File: src/design/trilinear_grid_attenuation_core_macros.svh
// assertion macros used by the core design file
`ifndef TRILINEAR_GRID_ATTENUATION_CORE_MACROS_SVH
`define TRILINEAR_GRID_ATTENUATION_CORE_MACROS_SVH

// same-cycle implication, disabled in reset
`define TGA_ASSERT_IMPL(lbl, clk, rst, ante, cons) \
  lbl: assert property (@(posedge clk) disable iff (rst) (ante) |-> (cons)) \
    else $error("assertion failed");

// next-cycle implication, disabled in reset
`define TGA_ASSERT_NEXT(lbl, clk, rst, ante, cons) \
  lbl: assert property (@(posedge clk) disable iff (rst) (ante) |=> (cons)) \
    else $error("assertion failed");

`endif

File: src/design/tga_pkg.sv
// shared types, constants and the lerp function of the attenuation grid core
package tga_pkg;

  // field widths
  localparam int CoordW     = 6;   // holds a corner index for the largest grid
  localparam int IdxW       = 9;
  localparam int LightW     = 2;
  localparam int ValW       = 16;
  localparam int PointW     = 32;
  localparam int CfgW       = 32;
  localparam int CfgIdxW    = 3;

  // default sizes
  localparam int DefGridDim   = 8;
  localparam int DefNumLights = 4;

  localparam logic [ValW-1:0] OneQ15 = 16'h8000;
  localparam int RecipShift = 18;

  // register indexes
  typedef enum logic [CfgIdxW-1:0] {
    REG_BOX_MIN_X = 3'd0,
    REG_BOX_MIN_Y = 3'd1,
    REG_BOX_MIN_Z = 3'd2,
    REG_CPU_X     = 3'd3,
    REG_CPU_Y     = 3'd4,
    REG_CPU_Z     = 3'd5
  } cfg_reg_e;

  // per-axis mapping result
  typedef struct packed {
    logic [CoordW-1:0] lo;
    logic [CoordW-1:0] hi;
    logic [15:0]       w;
    logic              ok;
  } axis_t;

  // a*(1-w) + b*w rounded half up, Q1.15 values, Q0.16 weight
  function automatic logic [ValW-1:0] lerp(input logic [ValW-1:0] a,
                                           input logic [ValW-1:0] b,
                                           input logic [15:0] w);
    logic signed [16:0] dlt;
    logic signed [34:0] p;
    dlt = $signed({1'b0, b}) - $signed({1'b0, a});
    p = 35'(dlt) * 35'($signed({1'b0, w})) + 35'sd32768;
    return a + ValW'(p >>> 16);
  endfunction

endpackage

File: src/design/tga_axis.sv
// maps one query coordinate into clamped corner indices and a weight
module tga_axis
  import tga_pkg::*;
#(
  parameter int GRID_DIM = DefGridDim
) (
  input  logic              clk,
  input  logic              en,
  input  logic [PointW-1:0] point,
  input  logic [CfgW-1:0]   bmin,
  input  logic [CfgW-1:0]   scale,
  output axis_t             res
);

  localparam logic [63:0] Limit = 64'(GRID_DIM) << 32;
  localparam logic [31:0] LastCell = 32'(GRID_DIM - 1);

  logic [31:0] mag;
  logic        neg2;
  logic [47:0] pl;
  logic [47:0] ph;
  logic        neg3;
  logic [63:0] c4;
  logic        neg4;

  logic signed [32:0] d;
  logic [47:0] c16;
  logic [47:0] t;
  logic [31:0] lof;
  logic        below;
  logic        clamp;
  axis_t       res_next;

  // distance from box minimum as sign and magnitude
  assign d = $signed({point[31], point}) - $signed({bmin[31], bmin});

  always_ff @(posedge clk) begin
    if (en) begin
      neg2 <= d[32];
      mag  <= d[32] ? 32'(-d) : 32'(d);
      neg3 <= neg2;
      pl   <= 48'(mag) * 48'(scale[15:0]);
      ph   <= 48'(mag) * 48'(scale[31:16]);
      neg4 <= neg3;
      c4   <= {16'b0, pl} + {ph, 16'b0};
      res  <= res_next;
    end
  end

  // margin test, half-cell shift and corner clamp
  always_comb begin
    c16   = neg4 ? 48'd0 : c4[63:16];
    below = c16 < 48'd32768;
    t     = c16 - 48'd32768;
    lof   = t[47:16];
    clamp = lof >= LastCell;
    res_next.ok = !((neg4 && c4 != 64'd0) || c4 > Limit);
    if (below) begin
      res_next.lo = '0;
      res_next.hi = '0;
      res_next.w  = '0;
    end else if (clamp) begin
      res_next.lo = CoordW'(LastCell);
      res_next.hi = CoordW'(LastCell);
      res_next.w  = '0;
    end else begin
      res_next.lo = CoordW'(lof);
      res_next.hi = CoordW'(lof + 32'd1);
      res_next.w  = t[15:0];
    end
  end

endmodule
File: config.mk
export PLATFORM = sky130hd
export DESIGN_NAME = tga_axis
export DESIGN_NICKNAME = d
export VERILOG_FILES = /design/src/design/trilinear_grid_attenuation_core_macros.svh /design/src/design/tga_pkg.sv /design/src/design/tga_axis.sv
export SDC_FILE = /design/constraint.sdc
export NUM_CORES = 2
export LEC_CHECK = 0
export ABC_CLOCK_PERIOD_IN_PS = 6690
export BUFFER_PORTS_ARGS = -buffer_cell sky130_fd_sc_hd__buf_2
export CORE_UTILIZATION = 44
export DETAILED_ROUTE_END_ITERATION = 12
export GPL_ROUTABILITY_DRIVEN = 0
export PLACE_DENSITY = 0.66
export SLEW_MARGIN = 20
export SYNTH_ARGS = -nofsm -noshare
export SYNTH_HDL_FRONTEND = slang
export SYNTH_SLANG_ARGS = --single-unit
File: constraint.sdc
create_clock -name clk -period 6.69 [get_ports clk]
set_input_delay 0.3345 -clock clk [delete_from_list [all_inputs] [get_ports clk]]
set_output_delay 0.3345 -clock clk [all_outputs]
set_load 0.01 [all_outputs]
* Yosys cells after proc, flatten, opt, wreduce, memory -nomap -nowiden
Cells that the tools add are included.
** Operators by class
- $add $sub $neg :: 5
- Multipliers :: 2
- $lt $le $gt $ge :: 3
- Muxes and demuxes :: 3
- Reductions and logical operators :: 5
** Operator list (number)
- $mul A32 B16 Y48 :: 2
- $add A48 B64 Y64 :: 1
- $gt A64 B36 Y1 const B :: 1
- $reduce_bool A64 Y1 :: 1
- $lt A48 B16 Y1 const B :: 1
- $mux W48 :: 1
- $sub A48 B16 Y48 const B :: 1
- $sub A32 B32 Y33 :: 1
- $ge A32 B3 Y1 const B :: 1
- $mux W32 :: 1
- $neg A32 Y32 :: 1
- $mux W25 :: 1
- $add A6 B1 Y6 const B :: 1
- $reduce_or A2 Y1 :: 1
- $logic_and A1 B1 Y1 :: 1
- $logic_not A1 Y1 :: 1
- $logic_or A1 B1 Y1 :: 1
** Storage, ports and cells
- Register bits after elaboration :: 224
- Input bits :: 98
- Logic and storage cells :: 31

* Longest topological paths before layout
- Word-level depth :: 4
- Depth in mapped cells :: 26
- Mapped depth without buffers :: 25

* Worst setup path after synthesis
OpenSTA, ideal clock, no wires.
- Kind :: register -> register
- Start point :: register mag[7]
- End point :: register pl[43] (data pin)
- Data arrival time :: 6.312 ns
- Slack :: 0.118 ns
- Stages on the path, launching flop included :: 26
- Path buffers :: 1
- Period minus slack after synthesis :: 6.572 ns
- Path through :: edfxtp_1 > clkbuf_1 > nand2_1 > fa_1 > inv_1 > fa_1 > inv_1 > fa_1 > inv_1 > fa_1 > fa_1 > inv_1 > fa_1 > inv_1 > ha_1 > o21a_1 > o21ai_0 > nor3_1 > o2111ai_1 > nand3_1 > a2111oi_0 > o31ai_1 > a21bo_2 > a21bo_2 > a21oi_1 > xnor2_1
** On the way
- Word-level cells in the longest chain between the ends :: 1
** RTL lines
- from (decl) :: line tga_axis.sv:18 : logic [31:0] mag;
- from (signal assigned) :: line tga_axis.sv:40 : mag <= d[32] ? 32'(-d) : 32'(d);
- $mul A32 B16 Y48 :: line tga_axis.sv:42 : pl <= 48'(mag) * 48'(scale[15:0]);
- to (signal assigned) :: line tga_axis.sv:42
- to (decl) :: line tga_axis.sv:20 : logic [47:0] pl;
No other way between the ends.
A chain may end at the register's enable or synchronous reset.

* Worst setup path after layout
- Start point :: register mag[14]
- End point :: register pl[36] (data pin)
The elaborated chain is that of the path after synthesis.

==> flow_summary_export.csv <==
group,metric,value,unit
run_status,status,"completed",
clocking,clockBufferDepth,3,
synthesis,synth_top_family_by_area,"adder cells",
synthesis,synth-seq-cells,224,
sta,finalCritPeriodShare,0.990,
sta,rsz0062_at_grt,"true",
critical_path,worstPathMaxFanout,8,
detailed_routing,wl,114000,microns
critical_path,reg2reg_depth,25,
synthesis,yosys.area_share.simple,0.165,
flow_run,cap_violations,0,
layout,final_nets,6296,
synthesis,yosysTopAreaCellShare,0.381,
critical_path,path_class,"flop to flop",
clocking,clock_sinks,224,
detailed_routing,drc,0,
clocking,cts_tree,"done",
global_route,overflow,0,
critical_path,crit_path_start_kind,"flop",
clocking,clock-root-buffer,"clkbuf_16",
global_route,grt_pass1_vias,35328,
synthesis,synthMuxAreaShare,0.00117,
global_route,grt_max_degree,146,
sta,fmax,151,MHz
clocking,htreeDepth,1,
floorplanning,core,0.0987,sq mm
floorplanning,rows,115,
sta,worst_pin_slew,0.940,ns
synthesis,synth_common_cells,"inv_1 (948), fa_1 (838), nand2_1 (686), and2_1 (458), ha_1 (307)",
sta,fin_setup_tns,0,ns
sta,slew_headroom,0.368,
clocking,cts_inserted_buffers,30,
global_route,antenna_found_initial,5,
layout,finish.utilization,0.513,
hold_path,min_from,"bmin[0]",
sta,maxSlewViolCount,0,
global_route,grt_pass1_wl,187000,microns
sta,min_period,6.62,ns
layout,final.fill_count,9094,
layout,syn2layout_area_growth,15.1,%
synthesis,netlist_area,0.0440,sq mm
placement,dp_hpwl,94600,microns
clocking,clk_pin_slew,0.07,ns
floorplanning,fp.dieH,318,microns
floorplanning,die_x,318,microns
detailed_routing,drtPass1Iterations,5,
placement,place_inst,6277,
synthesis,seq_area_frac_synth,0.153,
detailed_routing,ant_nets,0,
clocking,clkLatencyLatePin,0.61,ns
detailed_routing,via_count,33180,
hold_path,hold_path.class,"primary input to flop",
critical_path,critPathTopFamily,"adder cells",
synthesis,synth_compound_area_frac,0.0760,
sta,setup_viol,0,
synthesis,syn_avg_cell_area,9.34,sq um
layout,stdcell_count,6364,
sta,fin_skew,0.0368,ns
critical_path,critPathBufInv,9,
synthesis,synthArstFlopShare,0,
synthesis,synth_cell_types,82,
floorplanning,start_util,0.446,
synthesis,synth_edf_count,224,
layout,drive_gt1_frac,0.141,
critical_path,rrSetupSlack,0.07,ns
sta,finalHoldViolCount,0,
critical_path,worstReg2RegEnd,"pl[36]",
critical_path,critPathArrivalTime,6.99,ns
synthesis,yosysMostFrequentCell,"inv_1",
synthesis,netlist_instances,4711,
critical_path,worst_path_largest_cell_delay,0.56,ns
placement,numPortBuffers,126,
synthesis,yosysWarningCount,0,
hold_path,hold_path_depth,3,
clocking,postCtsHoldBufs,0,
detailed_routing,dr.first_iter.drc_count,2022,
synthesis,ys.flop_type,"edfxtp_1",
floorplanning,die_area,0.101,sq mm
layout,diodes,0,
critical_path,slowest_stage,"fa_1",
detailed_routing,wire_per_inst,17.9,microns
critical_path,crit_path_end_kind,"flop",
floorplanning,pin_count,127,
global_route,grtUsageTotal,0.231,
hold_path,hold_path_end,"mag[0]",
synthesis,synth_area_leaders,"fa_1 (38%), edfxtp_1 (15%), ha_1 (8.7%)",
synthesis,synthXorXnorAreaFrac,0.0362,
critical_path,cp.required,7.06,ns
synthesis,synthAdderAreaFrac,0.468,
critical_path,timing.rr.start,"mag[14]",
synthesis,netlist.top_cell.by_area,"fa_1",
detailed_routing,vias_per_cell,5.21,
-- final cells by class --
class / instances / area, sq um / area share
clock buffer: 33 / 783 / 0.0155
clock inverter: 23 / 278 / 0.00548
multi-input combinational: 3322 / 33500 / 0.661
tap: 1287 / 1610 / 0.0318
inverter: 950 / 3570 / 0.0704
timing repair buffer: 525 / 4220 / 0.0832
sequential: 224 / 6730 / 0.133
-- sequential cells by signal, indices dropped and copies added (netlist names) --
| name | count |
|---|---|
| res | 29 |
| c4 | 64 |
| neg2 | 1 |
| pl | 48 |
| neg3 | 1 |
| neg4 | 1 |
| ph | 48 |
| mag | 32 |
-- repair_timing --
item,4_1_cts,5_1_grt
resized for setup,20,147
setup buffers,4,30
setup endpoints to repair,24,35
cloned,0,1
pin swaps,4,91
-- metrics by stage --
step	setup slack [ns]	cell area (sq um)	hold slack, ns
final	0.0654	50700	0.219
after global placement	-0.214	48600	0.403
after floorplan	0.118	44000	0.400
after CTS	0.00111	49800	0.192
after global routing	-0.177	50700	0.211
after detailed placement	-0.256	48600	0.405
-- how the worst max path moves through the flow --
stage	endpoint	start	cells after the start	slack, ns
floorplan	pl[43]	mag[7]	25	0.12
global placement	ph[44]	mag[5]	26	-0.21
detailed placement	pl[44]	scale[1]	23	-0.26
CTS	pl[46]	mag[13]	27	0.001
global route	pl[46]	mag[7]	26	-0.18
finish	pl[36]	mag[14]	25	0.07
-- cells in the final DEF, fill, tap and decap left out, types with 23 or more instances in the layout --
cell type    n
a31oi_1     23
nand3_1     35
xor2_1      61
clkbuf_16   31
edfxtp_1   224
and2_1     449
a21o_1      79
o21ai_0     71
nor2b_1     25
inv_1      940
nor2_1      92
fa_1       825
and3_1      24
a21oi_1    131
ha_1       295
nor3_1      37
nand2_1    683
buf_2      126
a21oi_2     23
buf_4      338
xnor2_1    118
buf_12      39
-- kinds of logic (layout without fill, tap and decap cells) --
group / count (synthesis) / count (layout)
flops: 224 / 224
simple gates: 1476 / 1476
other cells: 1 / 5
mux: 5 / 5
compound gates: 509 / 509
xor+xnor: 182 / 182
buf+inv: 1169 / 1531
fa+ha+maj: 1145 / 1145
-- worst reg2reg max path, cell delays in order (launching register included) --
cell and delay, ns:
edfxtp_1 0.51, buf_12 0.21, buf_4 0.16, buf_4 0.15, and2_1 0.15, fa_1 0.56, fa_1 0.43, fa_1 0.51
fa_1 0.43, fa_1 0.49, inv_1 0.05, fa_1 0.49, inv_1 0.07, ha_4 0.22, nand4_1 0.18, nor2_2 0.07
buf_4 0.14, a21oi_2 0.17, o41ai_4 0.12, o21bai_2 0.24, a31oi_4 0.16, a311o_1 0.31, buf_4 0.14, buf_4 0.12
xor2_1 0.14, buf_4 0.16
-- per-layer routing --
metal  track usage  vias to the layer above  part of all wire
li1              -                    15203                 -
met1         0.303                    16850              0.42
met2         0.401                      913              0.49
met3        0.0219                      214             0.052
met4        0.0792                        0             0.041
met5             0                        -                 0
Power is left out: the tool's default activity adds up to more than one toggle a clock period on the data nets, which glitch-free logic cannot reach.
